File: config.mk
export PLATFORM = sky130hd
export DESIGN_NAME = tctl_ctrl
export DESIGN_NICKNAME = d
export VERILOG_FILES = /design/src/hdl/tctl_pkg.sv /design/src/hdl/tctl_ctrl.sv
export SDC_FILE = /design/constraint.sdc
export NUM_CORES = 1
export LEC_CHECK = 0
export BUFFER_PORTS_ARGS = -buffer_cell sky130_fd_sc_hd__buf_2
export CORE_AREA = 10 10 47 49
export DETAILED_ROUTE_END_ITERATION = 6
export DIE_AREA = 0 0 57 59
export PLACE_DENSITY = 0.47
export SLEW_MARGIN = 20
export SYNTH_ARGS = -nofsm -noshare
export SYNTH_HDL_FRONTEND = slang
export SYNTH_SLANG_ARGS = --single-unit
export TNS_END_PERCENT = 50
File: constraint.sdc
create_clock -name clk -period 1.45 [get_ports clk]
set_clock_uncertainty 0.05 [all_clocks]
set_input_delay 0.2175 -clock clk [delete_from_list [all_inputs] [get_ports clk]]
set_output_delay 0.2175 -clock clk [all_outputs]
set_load 0.05 [all_outputs]
File: src/hdl/tctl_pkg.sv
// tctl_pkg: shared types and constants for the timed cue table locator
// transaction payload structs, opcodes, controller states, command and status groups
// no dependencies
package tctl_pkg;

	localparam int DEFAULT_TABLE_DEPTH = 256;
	localparam int TIME_W              = 32;
	localparam int OUT_IDX_W           = 8;
	localparam int OUT_CNT_W           = 9;

	typedef enum logic [1:0] {
		OP_CLEAR  = 2'd0,
		OP_INSERT = 2'd1,
		OP_TIME   = 2'd2
	} op_t;

	typedef struct packed {
		logic [1:0]        opcode;
		logic [TIME_W-1:0] time_ms;
	} in_item_t;

	typedef struct packed {
		logic [OUT_IDX_W-1:0] current_index;
		logic                 index_valid;
		logic                 index_changed;
		logic [OUT_CNT_W-1:0] entry_count;
		logic                 insert_dropped;
	} out_item_t;

	typedef enum logic [2:0] {
		ST_IDLE,
		ST_DECODE,
		ST_SRCH_RD,
		ST_SRCH_CMP,
		ST_SHIFT_RD,
		ST_SHIFT_WR,
		ST_FINISH
	} state_t;

	typedef struct packed {
		logic load;
		logic srch_init;
		logic srch_rd;
		logic srch_step;
		logic shift_init;
		logic shift_rd;
		logic shift_wr;
		logic put;
		logic finish;
	} dp_cmd_t;

	typedef struct packed {
		logic [1:0] opcode;
		logic       full;
		logic       empty;
		logic       srch_busy;
		logic       shift_busy;
		logic       out_free;
	} dp_stat_t;

endpackage

File: src/hdl/tctl_ctrl.sv
// tctl_ctrl: sequencing state machine of the cue table locator
// drives datapath commands from its status; depends on tctl_pkg
module tctl_ctrl (
	input  logic               clk,
	input  logic               arst_n,
	input  logic               item_valid,
	output logic               item_ready,
	input  tctl_pkg::dp_stat_t stat,
	output tctl_pkg::dp_cmd_t  cmd
);
	import tctl_pkg::*;

	state_t state_q, state_d;

	always_ff @(posedge clk or negedge arst_n) begin
		if (!arst_n) begin
			state_q <= ST_IDLE;
		end else begin
			state_q <= state_d;
		end
	end

	always_comb begin
		state_d    = state_q;
		cmd        = '0;
		item_ready = 1'b0;
		case (state_q)
			ST_IDLE: begin
				item_ready = 1'b1;
				if (item_valid) begin
					cmd.load = 1'b1;
					state_d  = ST_DECODE;
				end
			end
			ST_DECODE: begin
				if ((stat.opcode == OP_INSERT && !stat.full) ||
				    (stat.opcode == OP_TIME && !stat.empty)) begin
					cmd.srch_init = 1'b1;
					state_d       = ST_SRCH_RD;
				end else begin
					state_d = ST_FINISH;
				end
			end
			ST_SRCH_RD: begin
				if (stat.srch_busy) begin
					cmd.srch_rd = 1'b1;
					state_d     = ST_SRCH_CMP;
				end else if (stat.opcode == OP_INSERT) begin
					cmd.shift_init = 1'b1;
					state_d        = ST_SHIFT_RD;
				end else begin
					state_d = ST_FINISH;
				end
			end
			ST_SRCH_CMP: begin
				cmd.srch_step = 1'b1;
				state_d       = ST_SRCH_RD;
			end
			ST_SHIFT_RD: begin
				if (stat.shift_busy) begin
					cmd.shift_rd = 1'b1;
					state_d      = ST_SHIFT_WR;
				end else begin
					cmd.put = 1'b1;
					state_d = ST_FINISH;
				end
			end
			ST_SHIFT_WR: begin
				cmd.shift_wr = 1'b1;
				state_d      = ST_SHIFT_RD;
			end
			ST_FINISH: begin
				// hold here until the result register can take the transaction
				if (stat.out_free) begin
					cmd.finish = 1'b1;
					state_d    = ST_IDLE;
				end
			end
			default: begin
				state_d = ST_IDLE;
			end
		endcase
	end

endmodule

==> reports/metrics.csv <==
metric,value,unit
maximum fanout along the worst path,8,
cells on worst reg2reg path,5,
Largest register FFs,3,
"commonest non-fill, non-tap cell in the layout",buf_2,
gpl congestion,0.747,
nets,76,
first-pass GRT wire length,1780,µm
status,"finished, violations left",
Placeable Area,1400,µm²
final setup margin,-0.0655,ns
unrepaired setup endpoints after global routing,true,
Compound-Gate Fraction of Synth Area,16.0,%
clk root buf,clkbuf_4,
clk slew on worst S/H paths,0.04,ns
syn_nets,45,
post-DR vias/cell,4.54,
"Slew Viols, Final",0,
die height,59,µm
largest net degree at the start of global routing,9,
Overflow after GRT,0,
initial antenna violation count,0,
Fmax,0.660,GHz
Largest regs,state_q x3,
final setup fails,7,
"antenna viol nets, final",0,
most frequent cells in the layout,"buf_2 (10), buf_6 (9), buf_4 (5)",
Simple-Gate Fraction of Synth Area,49.8,%
CP endpoint kind,output pin,
WP data required,1.18,ns
Port-buffer cells,19,
post-layout util,44.9,%
Final Cycle Share,105,%
worst slew pin tran,0.252,ns
CTS tree,done,
Routed Wire Length,1040,µm
Synth cell types,22,
Sink Count,3,
"FF+latch count, synth",3,
Synth area leaders,"dfrtp_1 (27%), nand2b_1 (6.8%), nor2_1 (6.8%)",
Remaining DRCs,0,
max_slew headroom,83.2,%
share of the synthesized area in the top cell type,27.4,%
GR Util All Layers,7.02,%
hpwl dp,764,µm
"area leader, netlist",dfrtp_1,
Row Count,14,
storage element area,77.6,µm²
register area share after synthesis,27.4,%
area of the multi-input gates,258,µm²
Routed WL per cell,12.9,µm
crit path DAT,1.25,ns
Startpoint Class,flip-flop,
power per standard cell area,2220,nW/µm²
Leak,0.300,nW
htree depth,1,
TritonCTS Buffers,3,
largest family of logic cells by synthesized area,simple AND/OR/NAND/NOR gates,
Synth Area in Adders,0,%
Hold Path Class,primary input to async pin,
Initial Util,19.6,%
"Avg Cell Area, Syn",7.83,µm²
share of cells above drive strength 1,72.3,%
initial drt markers,1,
Setup TNS Final,-0.325,ns
largest register by flop count,state_q,
Post-Syn Area,274,µm²
Layout area overhead,130,%
DIE AREA,3360,µm²
Fin. Hold Viols,0,
Die W,57,µm
io pins,20,
post-synthesis mux area share,0,%
Max-Cap Viols,0,
clk_lat worst skew,0.24,ns
Final Critical Period,1.52,ns
Gate Count Post-Synth,35,
clock buffer depth,2,
FF-to-FF setup slack,0.23,ns
FILL cells,150,
ANT cells,0,
vias,368,
Critical R2R Launch,state_q[1],
yosys warns,0,
violated checks,negative setup slack,
xor/xnor share of the synthesized area,0,%
number of global-route vias before repair,425,
Crit Path Category,flip-flop to output pin,
Worst R2R End,state_q[0],
drt first pass iters,2,
peak supply drop,987,µV
## power by group
group	internal, mW	total (mW)	switching [mW]
registers	0.131	0.246	0.114
clock network	0.103	0.149	0.0454
logic	0.481	1.00	0.521
## how the worst max path moves through the flow
stage / from / endpoint / slack (ns) / cells after the start
floorplan: state_q[2] / cmd[4] / -0.18 / 4
global placement: state_q[2] / cmd[4] / 0.02 / 4
detailed placement: state_q[0] / cmd[7] / 0.02 / 3
CTS: state_q[2] / cmd[8] / -0.07 / 3
global route: state_q[2] / cmd[4] / -0.13 / 4
finish: state_q[2] / cmd[4] / -0.07 / 4
## logic make-up (layout without fill, tap and decap cells)
logic type | Yosys count | in the layout
AOI/OAI and AO/OA | 6 | 6
buffers and inverters | 3 | 33
DFF | 3 | 3
and+or+nand+nor | 23 | 23
## Yosys cell counts
library cell and number:
nand3b_1 1, nand2b_1 3, a211oi_1 2, nor3_1 1, and2_1 1, and3_2 1
a22oi_1 1, and3_1 1, nor3b_1 1, buf_4 2, dfrtp_1 3, nand2_1 4
o21ai_0 1, a21o_1 1, o221ai_1 1, nor3_2 1, or3b_1 1, inv_1 1
nor2_2 1, nor2_1 5, nor2b_1 1, nor3b_2 1
## routing by layer
metal	track usage, %	part of all wire (%)	vias to the layer above
li1	-	-	181
met1	6.33	37	170
met2	9.77	52	15
met3	4.08	9.3	2
met4	9.06	2.0	0
met5	0	0	-
## repair_timing
action | CTS | global route
pin swaps | 6 | 4
endpoints found under the setup margin | 10 | 10
buffers inserted | 3 | 2
hold endpoints to repair | 3 | 0
gates resized for setup | 30 | 9
gates cloned | 0 | 0
hold buffers | 1 | 0
## per-stage QoR
step / setup WS [ns] / instances / instance area (µm²) / power (mW) / hold slack [ns]
after floorplan: -0.184 / 35 / 297 / 0.720 / -0.128
after global placement: 0.0242 / 71 / 419 / 0.889 / -0.0346
after detailed placement: 0.0217 / 71 / 419 / 0.878 / -0.0348
after CTS: -0.0712 / 79 / 582 / 1.30 / 0.239
after global routing: -0.135 / 81 / 629 / 1.51 / 0.249
final: -0.0655 / 81 / 629 / 1.40 / 0.251
## critical path, cell delays in order, from the launching register on
cell and delay, ns:
dfrtp_2 0.49, nor2_4 0.17, nand2_2 0.07, nor2_2 0.12, buf_6 0.16
## cell type report
class,instances,area share [%]
repair buffers,28,38.8
inverters,1,0.596
multi-input cells,29,41.0
clock buffers,4,4.17
well taps,16,3.18
flip-flops and latches,3,12.3
Power figures use the tool's default switching activity.
